$ cat src/sv/bloom_filter_insert_query_defines.svh
// Assertion macros used by the bloom filter engine (bfiq_back).
`ifndef BLOOM_FILTER_INSERT_QUERY_DEFINES_SVH
`define BLOOM_FILTER_INSERT_QUERY_DEFINES_SVH

`ifndef SYNTH
`define BFIQ_ASSERT_IMPL(label, ante, cons) \
  label: assert property (@(posedge clk) disable iff (!rst_n) (ante) |-> (cons)) \
    else $error("bloom filter assertion failed");
`define BFIQ_ASSERT_NEXT(label, ante, cons) \
  label: assert property (@(posedge clk) disable iff (!rst_n) (ante) |=> (cons)) \
    else $error("bloom filter assertion failed");
`else
`define BFIQ_ASSERT_IMPL(label, ante, cons)
`define BFIQ_ASSERT_NEXT(label, ante, cons)
`endif

`endif

$ cat src/sv/bfiq_pkg.sv
// Shared types and constants of the bloom filter.
package bfiq_pkg;

  localparam int BITS_MAX_DEF   = 65536;
  localparam int HASHES_MAX_DEF = 7;
  localparam int NUM_HASH       = 7;

  localparam int BIT_COUNT_W  = 17;
  localparam int HASH_COUNT_W = 3;
  localparam int CFG_IDX_W    = 1;
  localparam int CFG_DATA_W   = 17;

  localparam logic [CFG_IDX_W-1:0] CFG_BIT_COUNT  = 1'd0;
  localparam logic [CFG_IDX_W-1:0] CFG_HASH_COUNT = 1'd1;

  localparam int H_AP   = 0;
  localparam int H_DEK  = 1;
  localparam int H_DJB  = 2;
  localparam int H_SDBM = 3;
  localparam int H_BKDR = 4;
  localparam int H_JS   = 5;
  localparam int H_RS   = 6;

  localparam logic [31:0] AP_INIT  = 32'hAAAAAAAA;
  localparam logic [31:0] DJB_INIT = 32'd5381;
  localparam logic [31:0] JS_INIT  = 32'd1315423911;
  localparam logic [31:0] RS_A     = 32'd378551;
  localparam logic [31:0] RS_B     = 32'd63689;
  localparam logic [31:0] BKDR_SEED = 32'd131;

  typedef struct packed {
    logic                       mode;
    logic [NUM_HASH-1:0][31:0]  h;
  } hash_set_t;

endpackage

$ cat src/sv/bfiq_queue.sv
// Two-entry queue of finished hash sets between the front end and the filter engine.
module bfiq_queue (
  input  logic                clk,
  input  logic                rst_n,
  input  logic                push_valid,
  output logic                push_ready,
  input  bfiq_pkg::hash_set_t push_data,
  output logic                pop_valid,
  input  logic                pop_ready,
  output bfiq_pkg::hash_set_t pop_data
);

  bfiq_pkg::hash_set_t slot_r [2];
  logic       wr_ptr_r, rd_ptr_r;
  logic [1:0] cnt_r;
  logic       do_push, do_pop;

  assign push_ready = (cnt_r != 2'd2);
  assign pop_valid  = (cnt_r != 2'd0);
  assign pop_data   = slot_r[rd_ptr_r];
  assign do_push    = push_valid && push_ready;
  assign do_pop     = pop_valid && pop_ready;

  always_ff @(posedge clk) begin
    if (do_push) begin
      slot_r[wr_ptr_r] <= push_data;
    end
  end

  always_ff @(posedge clk) begin
    if (!rst_n) begin
      wr_ptr_r <= 1'b0;
      rd_ptr_r <= 1'b0;
      cnt_r    <= 2'd0;
    end else begin
      if (do_push) wr_ptr_r <= ~wr_ptr_r;
      if (do_pop)  rd_ptr_r <= ~rd_ptr_r;
      cnt_r <= cnt_r + 2'(do_push) - 2'(do_pop);
    end
  end

endmodule

$ cat config.mk
export PLATFORM = sky130hd
export DESIGN_NAME = bfiq_queue
export DESIGN_NICKNAME = d
export VERILOG_FILES = /design/src/sv/bloom_filter_insert_query_defines.svh /design/src/sv/bfiq_pkg.sv /design/src/sv/bfiq_queue.sv
export SDC_FILE = /design/constraint.sdc
export NUM_CORES = 1
export LEC_CHECK = 0
export ABC_AREA = 1
export BUFFER_PORTS_ARGS = -buffer_cell sky130_fd_sc_hd__clkbuf_2
export CAP_MARGIN = 20
export CORE_MARGIN = 10
export CORE_UTILIZATION = 52
export DETAILED_ROUTE_END_ITERATION = 10
export PLACE_DENSITY_LB_ADDON = 0.25
export SLEW_MARGIN = 5
export SYNTH_ARGS = -nofsm -noshare
export SYNTH_HDL_FRONTEND = slang
export SYNTH_SLANG_ARGS = --single-unit
$ cat constraint.sdc
create_clock -name clk -period 13.6 [get_ports clk]
set_input_delay 0 -clock clk [delete_from_list [all_inputs] [get_ports clk]]
set_output_delay 0 -clock clk [all_outputs]
set_load 0.02 [all_outputs]
# Yosys cells after proc, flatten, opt, wreduce, memory -nomap -nowiden
# Memory sizes are Yosys's and may differ from the RTL's. A register that Yosys moved wholly into a read port is not among the register bits.
# Index checks and enable logic that the tools add are counted.
[totals]
regBits = 4
elab_cells = 16
ram_bits = 450
in_bits = 229
output_inout_bits = 227
mem_count = 1
[mem_list]
columns = ["name", "depth", "word_bits", "rd", "rd_clocked_by_memory_dff", "write_ports", "line_no", "source"]
rows = [
  ["slot_r", 2, 225, 1, 1, 1, "bfiq_queue.sv:13", "bfiq_pkg::hash_set_t slot_r [2];"],
]
[classes]
n_addsub = 2
reduce_logical = 3
mux = 4
bitwise = 2
eq_ne = 1
[op_table]
columns = ["op", "count"]
rows = [
  ["$mux W1", 4],
  ["$add A2 B1 Y2", 1],
  ["$logic_and A1 B1 Y1", 2],
  ["$ne A2 B2 Y1 const B", 1],
  ["$not A1 Y1", 2],
  ["$reduce_bool A2 Y1", 1],
  ["$sub A2 B1 Y2", 1],
]

# Longest topological paths before layout
# Gate-level depths: netlist of the first run.
[logic_depth]
word_depth = 4
depth_mapped = 11
depth_no_buf = 11

# Worst setup path after synthesis of the first run
# OpenSTA, ideal clock, no wires.
[synth_timing]
kind = "register to register"
start = "register cnt_r[0]"
end = "memory slot_r[0][0] (netlist name) (enable)"
path_stages_with_launch = 5
setup_time_ns = 0.814
period_less_slack_ns = 10.846
n_path_buf = 0
path_slack_ns = 2.754
arrival_ns = 10.032
path_cell_list = "dfxtp_1 -> inv_1 -> nand2_1 -> nand2_1 -> nor2_1"
[synth_between]
elab_chain_len = 4
[synth_rtl]
columns = ["item", "line_no", "source"]
rows = [
  ["start, declared", "bfiq_queue.sv:15", "logic [1:0] cnt_r;"],
  ["start signal, assigned", "bfiq_queue.sv:38", "cnt_r <= cnt_r + 2'(do_push) - 2'(do_pop);"],
  ["$ne A2 B2 Y1", "bfiq_queue.sv:18", "assign push_ready = (cnt_r != 2'd2);"],
  ["via push_ready", "bfiq_queue.sv:6", "output logic push_ready,"],
  ["$logic_and A1 B1 Y1", "bfiq_queue.sv:21", "assign do_push = push_valid && push_ready;"],
  ["$mux W1", "bfiq_queue.sv:25", "if (do_push) begin"],
  ["$mux W1 (implied by the code)", "bfiq_queue.sv:26", "slot_r[wr_ptr_r] <= push_data;"],
  ["end, declared", "bfiq_queue.sv:13", ""],
]
# The timed path passes the listed nets, and every way through them passes these cells.

==> summary.md, run 1 <==
| Metric | Value |
|---|---|
| Largest net degree at the start of global routing | `84` |
| Mux share of post-synthesis cell area | `0.1812` |
| Area share of fa/ha/maj cells after synthesis | `0.001464` |
| Critical-path cell list | `buf_4 -> buf_4 -> mux2_4 -> clkbuf_2` |
| DRC violation count after routing | `0` |
| Pwr Density | `176.7 mW/mm^2` |
| CTS tree | `done` |
| Row count | `66` |
| Final Max Tran Viols | `0` |
| CTS Sinks | `455` |
| Vias after detailed routing | `9653` |
| Seq/Total Area, Yosys | `0.7967` |
| Maxcap violations | `0` |
| Share of layout cells above drive strength 1 | `0.5031` |
| Starting density of the core | `0.5265` |
| Status | `finished clean` |
| Initial antenna violation count | `7` |
| Via density | `5.012` |
| CTS clock-pin slew for the worst setup and hold paths | `60 ps` |
| Mean routed wirelength per cell | `22.22 um` |
| Hold_ws | `201.0 ps` |
| Seq cells post-synth | `455` |
| Crit. End Element | `output pin` |
| Largest fanout on the critical path | `71` |
| Initial DRC Count | `575` |
| Most frequent CP cell | `buf_4` |
| Vias in the first global route | `10640` |
| Routed Antenna Nets | `0` |
| Final Setup Violations | `0` |
| Synth Area in Simple Gates | `0.004613` |
| GRT Total Usage | `0.2066` |
| Worst setup SP type | `flop` |
| CTS Buf Count | `45` |
| DIE WIDTH | `201.3 um` |
| Grt total ovfl | `0` |
| Cells after Synth | `736` |
| Instance area at placement | `0.01976 sq mm` |
| Main combinational cell family by area after synthesis | `multiplexers` |
| IR drop worst, VDD | `0.1307 mV` |
| Nets | `1680` |
| Cts hold-fix bufs | `228` |
| Clk_skew | `10.94 ps` |
| Clock insertion delay at the later pin of the skew report | `530 ps` |
| Final Hold Violating Endpoints | `0` |
| Post-route cell area | `0.02334 sq mm` |
| Syn Std Cell Area | `0.01709 sq mm` |
| Post_cts resized | `0` |
| Fmax | `0.2657 GHz` |
| Worst slew margin | `0.2481` |
| CP max stage cell | `buf_4` |
| Routability cong. | `0.8153` |
| Synth warn | `0` |
| First-pass iteration count of the detailed router | `4` |
| Core box area | `0.03245 sq mm` |
| Setup TNS | `0 ps` |
| CP Data Arrival Time | `3760 ps` |
| CTS root buf | `clkbuf_16` |
| Synth Net Count | `967` |
| H-tree depth | `2` |
| Die area | `0.04051 sq mm` |
| Xor/xnor share of the synthesized area | `0` |
| Total chip power | `4.124 mW` |
| Synth-to-layout area growth | `36.57%` |
| Hold WC Path Type | `in -> reg` |
| Min cycle time layout | `3763 ps` |
| Critical path's largest stage delay | `910 ps` |
| Worst Max-Slew Pin Slew | `1128 ps` |
| Leakage power | `9.187 nW` |
| Clock Path Buffers | `3` |
| Setup bufs post-CTS | `0` |
| Post-synthesis compound-gate area fraction | `0.0005858` |
| First-pass GRT wire length | `64600 um` |
| Chip height | `201.3 um` |
| Final cycle utilization of the critical path | `0.2767` |
| Synth unique cells | `12` |
| Mean Syn Cell Area | `23.22 sq um` |
| Delay-heaviest family, CP | `buffers and inverters` |
| Setup CP Type | `reg -> out` |
| Final WL | `42800 um` |
| RSZ-0062 raised after global routing | `false` |
| # IOs | `456` |
| Post-DP HPWL | `27980 um` |
| CP bufs+invs | `3` |
| IO Port Bufs | `455` |
| CP required | `13600 ps` |
metrics by stage:
step | cells | setup WS, ps | utilization
floorplan | 736 | 2754 | -
global placement | 1616 | 10150 | 0.6088
detailed placement | 1616 | 10130 | 0.6088
CTS | 1917 | 9802 | 0.7184
global route | 1925 | 9646 | 0.7190
finish | 1926 | 9837 | 0.7191
cell type report:
cell class / count / area [sq um]
inverters: 7 / 33.78
well taps: 442 / 553.0
clock buffers: 60 / 1182
fillers: 1952 / 9117
diodes: 9 / 22.52
flip-flops and latches: 455 / 13620
multi-input cells: 249 / 3218
clock inverters: 13 / 90.09
repair buffers: 691 / 4619
layout by cell type (no fill, tap or decap):
cell type	count
dlygate4sd3_1	228
nand3_1	3
nand2_1	9
clkinv_2	2
mux2_2	75
nor2_4	1
a21oi_1	2
bufinv_16	1
edfxtp_1	450
clkbuf_2	455
dfxtp_4	1
inv_8	1
clkbuf_1	15
clkinv_1	7
clkbuf_16	45
ha_1	2
clkinv_4	1
dfxtp_1	4
buf_4	8
clkinvlp_4	2
diode_2	9
mux2_4	150
nor2_1	7
inv_1	6
layer usage:
layer  GRT usage  wire [um]  part of all wire
met3     0.06024       3423             0.080
met1      0.2339      15360              0.36
met5           0          0                 0
met2      0.3589      22320              0.52
met4     0.08779       1696             0.040
worst paths after layout:
path,from,end,slack (ps),cells after the start
max,flop,pop_data[122],9840,4
min,push_data[7],slot_r[1][7]$_DFFE_PP_,200,2
max reg2reg,cnt_r[0]$_SDFF_PN0_,slot_r[0][113]$_DFFE_PP_,10180,6
min reg2reg,rd_ptr_r$_SDFFE_PN0P_,rd_ptr_r$_SDFFE_PN0P_,510,2
where the power goes:
part           internal (mW)  total [mW]  switching, mW
Sequential              1.78        1.85         0.0689
Combinational          0.494        1.18          0.686
Clock                  0.624        1.10          0.474
Total                   2.90        4.12           1.23
cell usage after synthesis:
library cell / n / area share
edfxtp_1: 450 / 0.79
mux2_4: 150 / 0.13
mux2_2: 75 / 0.049
buf_6: 18 / 0.012
nand2_1: 9 / 0.0020
nor2_1: 8 / 0.0018
buf_2: 7 / 0.0021
inv_1: 7 / 0.0015
dfxtp_1: 5 / 0.0059
nand3_1: 3 / 0.00088
a21oi_1: 2 / 0.00059
ha_1: 2 / 0.0015
state kept, by name (all words and copies together), names as in the netlist, named ones only:
name,flops
cnt_r,2
rd_ptr_r,1
slot_r,450
wr_ptr_r,1
cell families (layout without fill, tap and decap cells):
logic type	after synthesis	count (layout)
buffers and inverters	32	771
and+or+nand+nor	20	20
muxes	225	225
other	0	9
adders and majority gates	2	2
DFF	455	455
AOI/OAI and AO/OA	2	2
No activity file was read; power rests on OpenSTA's default activity.
==> run 2: changes to the inputs <==
==> constraint.sdc (replaced) <==
create_clock -name clk -period 3.8 [get_ports clk]
set_input_delay 0 -clock clk [delete_from_list [all_inputs] [get_ports clk]]
set_output_delay 0 -clock clk [all_outputs]
set_load 0.02 [all_outputs]
==> summary.md, run 2 (synthesized netlist as in run 1, its figures left out) <==
| Metric | Value |
|---|---|
| Routability cong. | `0.7815` |
| Storage element area | `0.01362 sq mm` |
| CTS root buf | `clkbuf_16` |
| Status | `finished clean` |
| Initial DRC Count | `528` |
| Largest register FFs | `450` |
| Final Max Tran Viols | `0` |
| Largest net degree at the start of global routing | `88` |
| Final Setup Violations | `0` |
| Setup TNS | `0 ps` |
| CTS tree | `done` |
| Critical path's largest stage delay | `740 ps` |
| Largest Register | `slot_r` |
| DRC violation count after routing | `0` |
| Starting density of the core | `0.5265` |
| Dpl ws | `1578 ps` |
| Grt total ovfl | `0` |
| Core box area | `0.03245 sq mm` |
| Final WL | `42930 um` |
| Most frequent cells in the layout | `455 x clkbuf_2, 450 x edfxtp_1, 228 x dlygate4sd3_1, 150 x mux2_4, 75 x mux2_2` |
| Final Hold Violating Endpoints | `0` |
| # IOs | `456` |
| Hold WC Path Type | `in -> reg` |
| GRT Total Usage | `0.2040` |
| Chip height | `201.3 um` |
| Reg-to-reg slack, setup | `1600 ps` |
| Row count | `66` |
| Clock Path Buffers | `3` |
| Vias in the first global route | `10560` |
| Min cycle time layout | `2380 ps` |
| Synth-to-layout area growth | `37.87%` |
| Largest fanout on the critical path | `70` |
| CP required | `3800 ps` |
| Critical path depth | `3` |
| Biggest regs | `slot_r x450, cnt_r x2` |
| CTS Sinks | `455` |
| Final cycle utilization of the critical path | `0.6263` |
| CP bufs+invs | `2` |
| Setup bufs post-CTS | `0` |
| Delay-heaviest family, CP | `flip-flops` |
| Final setup margin | `1420 ps` |
| Vias after detailed routing | `9701` |
| Area of the multi-input gates | `0.003246 sq mm` |
| Setup CP Type | `reg -> out` |
| CTS clock-pin slew for the worst setup and hold paths | `60 ps` |
| Nets | `1685` |
| Fmax | `0.4202 GHz` |
| First-pass GRT wire length | `64200 um` |
| Leading cell type in the layout, fill and taps excluded | `clkbuf_2` |
| IR drop worst, VDD | `0.4790 mV` |
| Clock insertion delay at the later pin of the skew report | `520 ps` |
| CP Data Arrival Time | `2380 ps` |
| IO Port Bufs | `455` |
| Via density | `5.016` |
| Leakage power | `9.284 nW` |
| Pwr Density | `635.1 mW/mm^2` |
| RSZ-0062 raised after global routing | `false` |
| Initial antenna violation count | `13` |
| Share of layout cells above drive strength 1 | `0.5132` |
| Worst setup SP type | `flop` |
| Worst r2r path cells | `5` |
| Critical-path cell list | `buf_12 -> mux2_4 -> clkbuf_2` |
| End of the worst register-to-register path | `slot_r[1][144]$_DFFE_PP_` |
| Mean routed wirelength per cell | `22.20 um` |
| Hold_ws | `197.6 ps` |
| Worst slew margin | `0.3459` |
| Worst Hold Path Cells | `2` |
| Maxcap violations | `0` |
| DIE WIDTH | `201.3 um` |
| Worst Max-Slew Pin Slew | `979.1 ps` |
| Filler cells | `1904` |
| FF-to-FF Start | `cnt_r[0]$_SDFF_PN0_` |
| CTS Buf Count | `45` |
| Crit. End Element | `output pin` |
| CP max stage cell | `dfxtp_4` |
| Routed Antenna Nets | `0` |
| Clk_skew | `12.77 ps` |
| H-tree depth | `2` |
| Die area | `0.04051 sq mm` |
| Post-DP HPWL | `26790 um` |
| CP Capture Point | `pop_data[77]` |
| First-pass iteration count of the detailed router | `4` |
-- run 2: cell count changes in the layout (fill, tap and decap cells not counted), sizes merged --
cell,before,now
bufinv,1,3
clkinvlp,2,1
clkinv,10,17
clkbuf,515,507
diode,9,13
inv,7,6
buf,8,13
-- run 2: routing by layer --
metal  part of all wire  global-route usage  vias to the layer above
met5                  0                   0                        -
met4              0.040             0.09074                        0
met3              0.066             0.05205                       96
met2               0.53              0.3578                      401
met1               0.37              0.2311                     4827
li1                   -                   -                     4377
-- run 2: final cells by class --
| type | count | area share |
|---|---|---|
| tap | 442 | 0.02347 |
| antenna | 13 | 0.001381 |
| timing repair buffer | 696 | 0.2019 |
| inverter | 7 | 0.001275 |
| multi-input combinational | 249 | 0.1378 |
| clock inverter | 20 | 0.007170 |
| clock buffer | 52 | 0.04891 |
| sequential | 455 | 0.5781 |
-- run 2: worst min path at each step --
stage                              start  slack (ps)                        to
after global placement    push_data[103]         190  slot_r[0][103]$_DFFE_PP_
after CTS                  push_data[26]         170   slot_r[0][26]$_DFFE_PP_
after floorplan                    rst_n          90       cnt_r[0]$_SDFF_PN0_
after global routing      push_data[148]         190  slot_r[1][148]$_DFFE_PP_
final                      push_data[25]         200   slot_r[1][25]$_DFFE_PP_
after detailed placement   push_data[33]         190   slot_r[0][33]$_DFFE_PP_
-- run 2: stage by stage --
step / utilization / area [sq um] / total power [mW] / instances
after floorplan: - / 17130 / 9.536 / 736
after global placement: 0.6139 / 19920 / 10.73 / 1621
after detailed placement: 0.6139 / 19920 / 10.79 / 1621
after CTS: 0.7249 / 23530 / 15.02 / 1921
after global routing: 0.7259 / 23560 / 15.54 / 1934
final: 0.7259 / 23560 / 14.96 / 1934
-- run 2: power by group --
group	switching, mW	internal, mW	leakage, nW
sequential	0.232	6.35	4.24
combinational	2.50	1.81	4.39
clock	1.72	2.35	0.653
total	4.45	10.5	9.28
-- run 2: what timing repair did --
| action | CTS | global route |
|---|---|---|
| hold endpoints to repair | 455 | 0 |
| setup endpoints to repair | 0 | 0 |
| resized for setup | 0 | 0 |
| hold buffers | 228 | 0 |
