## src/sv/bloom_filter_insert_query_defines.svh

```systemverilog
// Assertion macros used by the bloom filter engine (bfiq_back).
`ifndef BLOOM_FILTER_INSERT_QUERY_DEFINES_SVH
`define BLOOM_FILTER_INSERT_QUERY_DEFINES_SVH

`ifndef SYNTH
`define BFIQ_ASSERT_IMPL(label, ante, cons) \
  label: assert property (@(posedge clk) disable iff (!rst_n) (ante) |-> (cons)) \
    else $error("bloom filter assertion failed");
`define BFIQ_ASSERT_NEXT(label, ante, cons) \
  label: assert property (@(posedge clk) disable iff (!rst_n) (ante) |=> (cons)) \
    else $error("bloom filter assertion failed");
`else
`define BFIQ_ASSERT_IMPL(label, ante, cons)
`define BFIQ_ASSERT_NEXT(label, ante, cons)
`endif

`endif

```

## src/sv/bfiq_pkg.sv

```systemverilog
// Shared types and constants of the bloom filter.
package bfiq_pkg;

  localparam int BITS_MAX_DEF   = 65536;
  localparam int HASHES_MAX_DEF = 7;
  localparam int NUM_HASH       = 7;

  localparam int BIT_COUNT_W  = 17;
  localparam int HASH_COUNT_W = 3;
  localparam int CFG_IDX_W    = 1;
  localparam int CFG_DATA_W   = 17;

  localparam logic [CFG_IDX_W-1:0] CFG_BIT_COUNT  = 1'd0;
  localparam logic [CFG_IDX_W-1:0] CFG_HASH_COUNT = 1'd1;

  localparam int H_AP   = 0;
  localparam int H_DEK  = 1;
  localparam int H_DJB  = 2;
  localparam int H_SDBM = 3;
  localparam int H_BKDR = 4;
  localparam int H_JS   = 5;
  localparam int H_RS   = 6;

  localparam logic [31:0] AP_INIT  = 32'hAAAAAAAA;
  localparam logic [31:0] DJB_INIT = 32'd5381;
  localparam logic [31:0] JS_INIT  = 32'd1315423911;
  localparam logic [31:0] RS_A     = 32'd378551;
  localparam logic [31:0] RS_B     = 32'd63689;
  localparam logic [31:0] BKDR_SEED = 32'd131;

  typedef struct packed {
    logic                       mode;
    logic [NUM_HASH-1:0][31:0]  h;
  } hash_set_t;

endpackage

```

## src/sv/bfiq_if.sv

```systemverilog
// Valid/ready channel interfaces for key bytes and results.
interface bfiq_in_if;
  logic       valid;
  logic       ready;
  logic       mode;
  logic [7:0] key_byte;
  logic       last_byte;
  modport source(output valid, mode, key_byte, last_byte, input ready);
  modport sink(input valid, mode, key_byte, last_byte, output ready);
endinterface


```

## src/sv/bfiq_front.sv

```systemverilog
// Byte-serial hash front end: runs seven string hashes and hands finished keys on.
module bfiq_front (
  input  logic               clk,
  input  logic               rst_n,
  input  logic               en,
  bfiq_in_if.sink            in_ch,
  output logic               push_valid,
  input  logic               push_ready,
  output bfiq_pkg::hash_set_t push_data
);

  logic [bfiq_pkg::NUM_HASH-1:0][31:0] acc_r, acc_nxt;
  logic [31:0] rsm_r, rsm_nxt;
  logic [31:0] cnt_r, cnt_nxt;
  logic [31:0] c, h_ap, h_rs, rot;
  logic [63:0] rot_w;
  logic [4:0]  rot_amt;
  logic        accept;

  assign in_ch.ready = en && push_ready;
  assign accept      = in_ch.valid && in_ch.ready;
  assign push_valid  = in_ch.valid && en && in_ch.last_byte;

  always_comb begin
    c    = 32'(in_ch.key_byte);
    h_ap = acc_r[bfiq_pkg::H_AP];
    h_rs = acc_r[bfiq_pkg::H_RS];
    acc_nxt = acc_r;
    if (!cnt_r[0]) begin
      acc_nxt[bfiq_pkg::H_AP] = h_ap ^ ((h_ap << 7) ^ (c * (h_ap >> 3)));
    end else begin
      acc_nxt[bfiq_pkg::H_AP] = h_ap ^ ~((h_ap << 11) + (c ^ (h_ap >> 5)));
    end
    acc_nxt[bfiq_pkg::H_DEK] = ((acc_r[bfiq_pkg::H_DEK] << 5)
                               ^ (acc_r[bfiq_pkg::H_DEK] >> 27)) ^ c;
    acc_nxt[bfiq_pkg::H_DJB] = (acc_r[bfiq_pkg::H_DJB] << 5) + acc_r[bfiq_pkg::H_DJB] + c;
    acc_nxt[bfiq_pkg::H_SDBM] = c + (acc_r[bfiq_pkg::H_SDBM] << 6)
                                + (acc_r[bfiq_pkg::H_SDBM] << 16) - acc_r[bfiq_pkg::H_SDBM];
    acc_nxt[bfiq_pkg::H_BKDR] = acc_r[bfiq_pkg::H_BKDR] * bfiq_pkg::BKDR_SEED + c;
    acc_nxt[bfiq_pkg::H_JS] = acc_r[bfiq_pkg::H_JS]
                              ^ ((acc_r[bfiq_pkg::H_JS] << 5) + c + (acc_r[bfiq_pkg::H_JS] >> 2));
    acc_nxt[bfiq_pkg::H_RS] = h_rs * rsm_r + c;
    rsm_nxt = rsm_r * bfiq_pkg::RS_A;
    cnt_nxt = cnt_r + 32'd1;

    // The DEK length seed is folded in as the byte count rotated by five times itself.
    rot_amt = 5'(cnt_nxt[4:0] * 5'd5);
    rot_w   = {cnt_nxt, cnt_nxt} << rot_amt;
    rot     = rot_w[63:32];

    push_data.mode = in_ch.mode;
    push_data.h    = acc_nxt;
    push_data.h[bfiq_pkg::H_DEK] = acc_nxt[bfiq_pkg::H_DEK] ^ rot;
  end

  always_ff @(posedge clk) begin
    if (!rst_n || (accept && in_ch.last_byte)) begin
      acc_r <= '0;
      acc_r[bfiq_pkg::H_AP]  <= bfiq_pkg::AP_INIT;
      acc_r[bfiq_pkg::H_DJB] <= bfiq_pkg::DJB_INIT;
      acc_r[bfiq_pkg::H_JS]  <= bfiq_pkg::JS_INIT;
      rsm_r <= bfiq_pkg::RS_B;
      cnt_r <= '0;
    end else if (accept) begin
      acc_r <= acc_nxt;
      rsm_r <= rsm_nxt;
      cnt_r <= cnt_nxt;
    end
  end

endmodule

```

## src/flat_wrapper.sv

```systemverilog
// flat-port wrapper written by rule: the top's interface ports become plain ports
module bfiq_front_flat 
  (clk, rst_n, en, push_valid, push_ready, push_data, in_ch_valid, in_ch_mode, in_ch_key_byte, in_ch_last_byte, in_ch_ready);
  bfiq_in_if in_ch_i ();
  input  logic clk;
  input  logic rst_n;
  input  logic en;
  output logic push_valid;
  input  logic push_ready;
  output bfiq_pkg::hash_set_t push_data;
  input wire logic [$bits(in_ch_i.valid)-1:0] in_ch_valid;
  input wire logic [$bits(in_ch_i.mode)-1:0] in_ch_mode;
  input wire logic [$bits(in_ch_i.key_byte)-1:0] in_ch_key_byte;
  input wire logic [$bits(in_ch_i.last_byte)-1:0] in_ch_last_byte;
  output wire logic [$bits(in_ch_i.ready)-1:0] in_ch_ready;
  assign in_ch_i.valid = in_ch_valid;
  assign in_ch_i.mode = in_ch_mode;
  assign in_ch_i.key_byte = in_ch_key_byte;
  assign in_ch_i.last_byte = in_ch_last_byte;
  assign in_ch_ready = in_ch_i.ready;
  bfiq_front u_core (.clk(clk), .rst_n(rst_n), .en(en), .in_ch(in_ch_i), .push_valid(push_valid), .push_ready(push_ready), .push_data(push_data));
endmodule
```

## config.mk

```make
export PLATFORM = sky130hd
export DESIGN_NAME = bfiq_front_flat
export DESIGN_NICKNAME = d
export VERILOG_FILES = /design/src/sv/bloom_filter_insert_query_defines.svh /design/src/sv/bfiq_pkg.sv /design/src/sv/bfiq_if.sv /design/src/sv/bfiq_front.sv /design/src/flat_wrapper.sv
export SDC_FILE = /design/constraint.sdc
export NUM_CORES = 2
export LEC_CHECK = 0
export BUFFER_PORTS_ARGS = -buffer_cell sky130_fd_sc_hd__buf_2
export CAP_MARGIN = 20
export CORE_ASPECT_RATIO = 1.25
export CORE_UTILIZATION = 30
export DETAILED_ROUTE_END_ITERATION = 7
export PLACE_DENSITY = 0.5
export SYNTH_ARGS = -nofsm -noshare
export SYNTH_HDL_FRONTEND = slang
export SYNTH_SLANG_ARGS = --single-unit
```

## constraint.sdc

```tcl
create_clock -name clk -period 13.9 [get_ports clk]
set_input_delay 4.17 -clock clk [delete_from_list [all_inputs] [get_ports clk]]
set_output_delay 4.17 -clock clk [all_outputs]
set_load 0.02 [all_outputs]
```

Word level (Yosys, flattened, before mapping) --
Index checks and enable logic that the tools add are counted.
Word-level totals: bits in registers 288, bits of input ports 15, output and inout port bits 227, logic and storage cells 43
Cells by class: add/sub/neg operators 11, multiply operators 5, shifts and indexed selects 1, multiplexer cells 1, bitwise gates (word level) 9, reduce and logical (&&, ||, !) cells 7
Operators with widths (count):
- 32-bit XOR | 5
- 32-bit by 8-bit adder with 32-bit output | 4
- 32-bit adder | 3
- 64-bit by 5-bit left shift with 64-bit output | 1
- 32-bit by 1-bit adder with 32-bit output (second input constant) | 1
- 32-bit by 30-bit adder with 32-bit output | 1
- 8-bit by 32-bit adder with 32-bit output | 1
- 32-bit by 19-bit multiplier with 32-bit output (second input constant) | 1
- 32-bit by 32-bit multiplier with 32-bit output | 1
- 32-bit by 8-bit multiplier with 32-bit output (second input constant) | 1
- 8-bit by 29-bit multiplier with 32-bit output | 1
- 32-bit two-way mux | 1
- 32-bit NOT | 1
- 32-bit subtractor | 1
- 32-bit by 5-bit XOR with 32-bit output | 1
- 32-bit by 8-bit XOR with 32-bit output | 1
- 8-bit by 27-bit XOR with 27-bit output | 1
- 1-bit logical AND | 5
- 5-bit by 3-bit multiplier with 5-bit output (second input constant) | 1
- 1-bit zero test | 1
- 1-bit logical OR | 1

Logic depth before layout (Yosys ltp) --
depth in word-level cells 5, mapped depth 28

Least setup slack after synthesis --
Ideal clock, no wire load.
path type input -> output, start in in_ch_key_byte[7], end out push_data[222] (netlist name), arrival 9.881 ns, required time 9.730 ns, slack -0.151 ns, cell stages on the path 24, cells stage by stage clkbuf_1 clkbuf_1 inv_1 fa_1 fa_1 inv_1 fa_1 ha_1 ha_1 ha_1 fa_1 inv_1 fa_1 inv_1 ha_1 a21o_1 a31oi_1 a21boi_0 a211oi_1 o21ai_0 a21oi_1 o31ai_1 xnor2_1 buf_4
RTL lines:
- from (decl) | line flat_wrapper.sv:13 | input wire logic [$bits(in_ch_i.key_byte)-1:0] in_ch_key_byte;
- to (decl) | line flat_wrapper.sv:10 | output bfiq_pkg::hash_set_t push_data;

==> impl_summary.log <==
INFO  metric run_status = finished, final reports clean
INFO  metric place_area = 59,790 um2
INFO  metric reg2reg_to = u_core.h_rs[30]$_SDFFE_PP0P_
INFO  metric hold_path_end = u_core.rsm_r[19]$_SDFFE_PP0P_
INFO  metric grt_use_total = 0.1913
INFO  metric utilization_after_layout = 0.3283
INFO  metric type_of_the_worst_setup_path = primary input to primary output
INFO  metric finalHoldWorstSlack = 0.4528 ns
INFO  metric hold_path_depth = 2
INFO  metric fill_cells = 20,055
INFO  metric post-place-ws = -0.5636 ns
INFO  metric hold_buffers = 0
INFO  metric clock_latency_reported_for_the_late_side_of_the_worst_skew_pair = 0.66 ns
INFO  metric routed_wire_length_per_instance = about 20 um
INFO  metric worst_clock_skew = around 0.067 ns
INFO  metric number_of_max_cap_violations = 0
INFO  metric final_antenna_net_count = 0
INFO  metric timing_hold_violations_final = 0
INFO  metric synth_fp_nets = 8,168
INFO  metric min_period = 13.87 ns
INFO  metric number_of_cts_inserted_buffers = 42
INFO  metric tritoncts = built
INFO  metric share_of_post_route_cells_with_drive_strength_above_1 = 0.08635
INFO  metric clk_pin_slew_worst_paths = around 0.050 ns
INFO  metric overflow = 0
INFO  metric yosysUniqueCellTypes = 85
INFO  metric timing.critical_path.from_type = primary input
INFO  metric register_area = between 5000 and 6000 um2
INFO  metric synth_enable_flop_cells = 0
INFO  metric design.final.nets = a little over 8,000
INFO  metric drc_errors = 0
INFO  metric synthesis.area_per_instance = 8.446 um2
INFO  metric globalplace.congestion = just over 0.9
INFO  metric r2r_cells = 27
INFO  metric grt_pass1_wl = 282.4 mm
INFO  metric max_clock_freq = 72.07 MHz
INFO  metric r2r_setup_slack = 5.40 ns
INFO  metric setup_slack = 0.02536 ns
INFO  metric finalInstanceArea = 61,700 um2
INFO  metric fp.dieW = 390.8 um
INFO  metric finalSetupViolations = 0
INFO  metric max_slew.worst_pin.slew = 1.089 ns
INFO  metric maxSlewHeadroom = 0.2728
INFO  metric synth_seq_cells = about 290
INFO  metric totalWireLength = roughly 180 mm
INFO  metric drt_iter0_markers = 2,249
INFO  metric r2r_start = u_core.h_rs[15]$_SDFFE_PP0P_
INFO  metric ys.flop_type = sky130_fd_sc_hd__dfxtp_1
INFO  metric clk_sinks = 287
INFO  metric timing.final.max_slew_violations = 0
INFO  metric cp_max_fo = 3
INFO  metric clock_root_cell = sky130_fd_sc_hd__clkbuf_16
INFO  metric critPathCaptureType = primary output
INFO  metric period_share = 0.9982
INFO  metric hp-start = u_core.rsm_r[19]$_SDFFE_PP0P_
INFO  metric floorplan.die_area = 190,700 um2
INFO  metric multiInputGateArea = between 40,000 and 50,000 um2
INFO  metric hold_path_class = flop to flop
INFO  metric maximum_number_of_pins_on_one_net_before_global_route_repair = 138
INFO  metric cp_data_arrival_time = 9.70 ns
INFO  metric design.core.area = between 150,000 and 200,000 um2
INFO  metric io-pin-count = 242
INFO  metric synth-seq-area-share = 0.1014
INFO  metric count_of_input_and_output_buffers = 239
INFO  metric drtPass1Iterations = 6
INFO  metric clockBufferDepth = 3
INFO  metric setup.worst_path.start = in_ch_key_byte[7]
INFO  metric rows = 178
INFO  metric initial_utilization = 0.3015
INFO  metric critPathRequiredTime = 9.73 ns
INFO  metric place.detailed.hpwl = 144.7 mm
INFO  metric netlist_area = 56,680 um2
INFO  metric ys_async_sr_fraction = 0
INFO  metric first_global_vias = 47,206
INFO  metric rsz_0062_raised_after_global_routing = yes
INFO  metric postSynthCellCount = 6,711
INFO  metric grt_antenna_before_repair = 8
INFO  metric max_h_tree_level = 2
INFO  metric floorplan.die.height = 488.0 um
INFO  metric yosys_warnings = 0
INFO  metric number_of_vias_in_the_routed_layout = 44,654
INFO  metric layout_overhead_on_the_synthesized_area = 8.865%
INFO  metric via_per_inst = 4.840
[what timing repair did]
item / in CTS / in global routing
gates resized for setup: 38 / 58
pin swaps: 16 / 24
setup endpoints to repair: 23 / 25
buffers inserted: 5 / 6
[sequential cells by signal (all words and copies together), names as in the netlist]
name	count
u_core.h_rs	32
u_core.h_ap	32
u_core.cnt_r	32
u_core.acc_r	160
u_core.rsm_r	31
[synthesized netlist by cell type, drive strengths merged, types with 84 or more instances]
cell type	count	area, um2
nor3	90	450.4
o21ai	184	924.6
a21o	93	698.2
nand2	806	3033
xnor2	328	2873
dfxtp	287	5746
clkbuf	249	935.9
nand3	100	500.5
nor2	258	970.9
xor2	148	1296
fa	825	16520
buf	247	1697
a21oi	375	1877
mux2i	84	840.8
inv	1101	4133
ha	617	7720
and2	370	2315
[cells by family (layout without fill, tap and decap cells)]
logic type	count (synthesis)	after routing	share of synthesized area
simple gates	1862	1862	0.1566
buf+inv	1598	1592	0.1194
fa+ha+maj	1442	1442	0.4276
compound gates	948	948	0.1032
xor+xnor	476	476	0.07355
flops	287	287	0.1014
mux	98	98	0.01821
other cells	0	1	0
[worst max-delay path, cell delays in order]
cell and delay, ns:
sky130_fd_sc_hd__buf_12 0.10, sky130_fd_sc_hd__clkinvlp_4 0.21, sky130_fd_sc_hd__fa_1 0.55, sky130_fd_sc_hd__fa_2 0.55, sky130_fd_sc_hd__inv_2 0.04, sky130_fd_sc_hd__fa_1 0.44
sky130_fd_sc_hd__ha_2 0.21, sky130_fd_sc_hd__ha_4 0.24, sky130_fd_sc_hd__ha_4 0.15, sky130_fd_sc_hd__inv_2 0.05, sky130_fd_sc_hd__fa_2 0.44, sky130_fd_sc_hd__fa_1 0.53
sky130_fd_sc_hd__inv_2 0.05, sky130_fd_sc_hd__ha_4 0.23, sky130_fd_sc_hd__a21oi_4 0.15, sky130_fd_sc_hd__o31ai_4 0.09, sky130_fd_sc_hd__a221o_1 0.39, sky130_fd_sc_hd__a211oi_2 0.26
sky130_fd_sc_hd__buf_6 0.18, sky130_fd_sc_hd__nor2b_4 0.16, sky130_fd_sc_hd__o21ai_2 0.08, sky130_fd_sc_hd__xor2_1 0.21, sky130_fd_sc_hd__buf_4 0.18
[worst max path at each step]
| stage | to |
|---|---|
| global route | push_data[222] |
| floorplan | push_data[223] |
| finish | push_data[217] |
| CTS | push_data[223] |
| global placement | push_data[223] |
| detailed placement | push_data[223] |
[through the flow]
stage / std cells / setup TNS (ns)
global route: 9225 / -0.8652
finish: 9226 / 0
global placement: 9135 / -4.119
floorplan: 6711 / 0
detailed placement: 9138 / -4.648
CTS: 9218 / -0.2238
[layout make-up]
type / count / area share
antenna: 1 / 0.00004055
clock buffer: 55 / 0.01930
clock inverter: 20 / 0.003569
inverter: 1102 / 0.06716
multi-input combinational: 4826 / 0.7215
sequential: 287 / 0.09319
tap: 2520 / 0.05110
timing repair buffer: 415 / 0.04416
[routing by layer]
layer  global-route usage  up-vias  share of wire
li1                     -    21085              -
met1               0.2316    22414           0.42
met2               0.3494      962           0.51
met3              0.03609      187          0.055
met4              0.03620        6          0.020
met5                    0        -        0.00018
[cells in the final DEF, fill, tap and decap left out, types with 12 or more instances in the layout]
cell	instances
sky130_fd_sc_hd__ha_1	610
sky130_fd_sc_hd__nand4_1	22
sky130_fd_sc_hd__dfxtp_1	285
sky130_fd_sc_hd__buf_2	224
sky130_fd_sc_hd__nand2_1	802
sky130_fd_sc_hd__clkbuf_16	43
sky130_fd_sc_hd__o211ai_1	30
sky130_fd_sc_hd__a31oi_1	29
sky130_fd_sc_hd__or3_1	39
sky130_fd_sc_hd__and3_1	42
sky130_fd_sc_hd__nor2b_1	28
sky130_fd_sc_hd__a211oi_1	37
sky130_fd_sc_hd__and4_1	12
sky130_fd_sc_hd__o21bai_1	25
sky130_fd_sc_hd__nor2_1	254
sky130_fd_sc_hd__nor3_1	88
sky130_fd_sc_hd__o21a_1	29
sky130_fd_sc_hd__a21oi_1	369
sky130_fd_sc_hd__o22ai_1	14
sky130_fd_sc_hd__and2_1	370
sky130_fd_sc_hd__nand2b_1	34
sky130_fd_sc_hd__fa_1	822
sky130_fd_sc_hd__inv_1	1093
sky130_fd_sc_hd__mux2i_1	84
sky130_fd_sc_hd__nand3_1	100
sky130_fd_sc_hd__buf_4	168
sky130_fd_sc_hd__xor2_1	146
sky130_fd_sc_hd__o21ai_0	177
sky130_fd_sc_hd__xnor2_1	321
sky130_fd_sc_hd__a21o_1	93
Power is not shown: default switching activity piles up to over one toggle a cycle in this logic, so the estimate is an artifact.
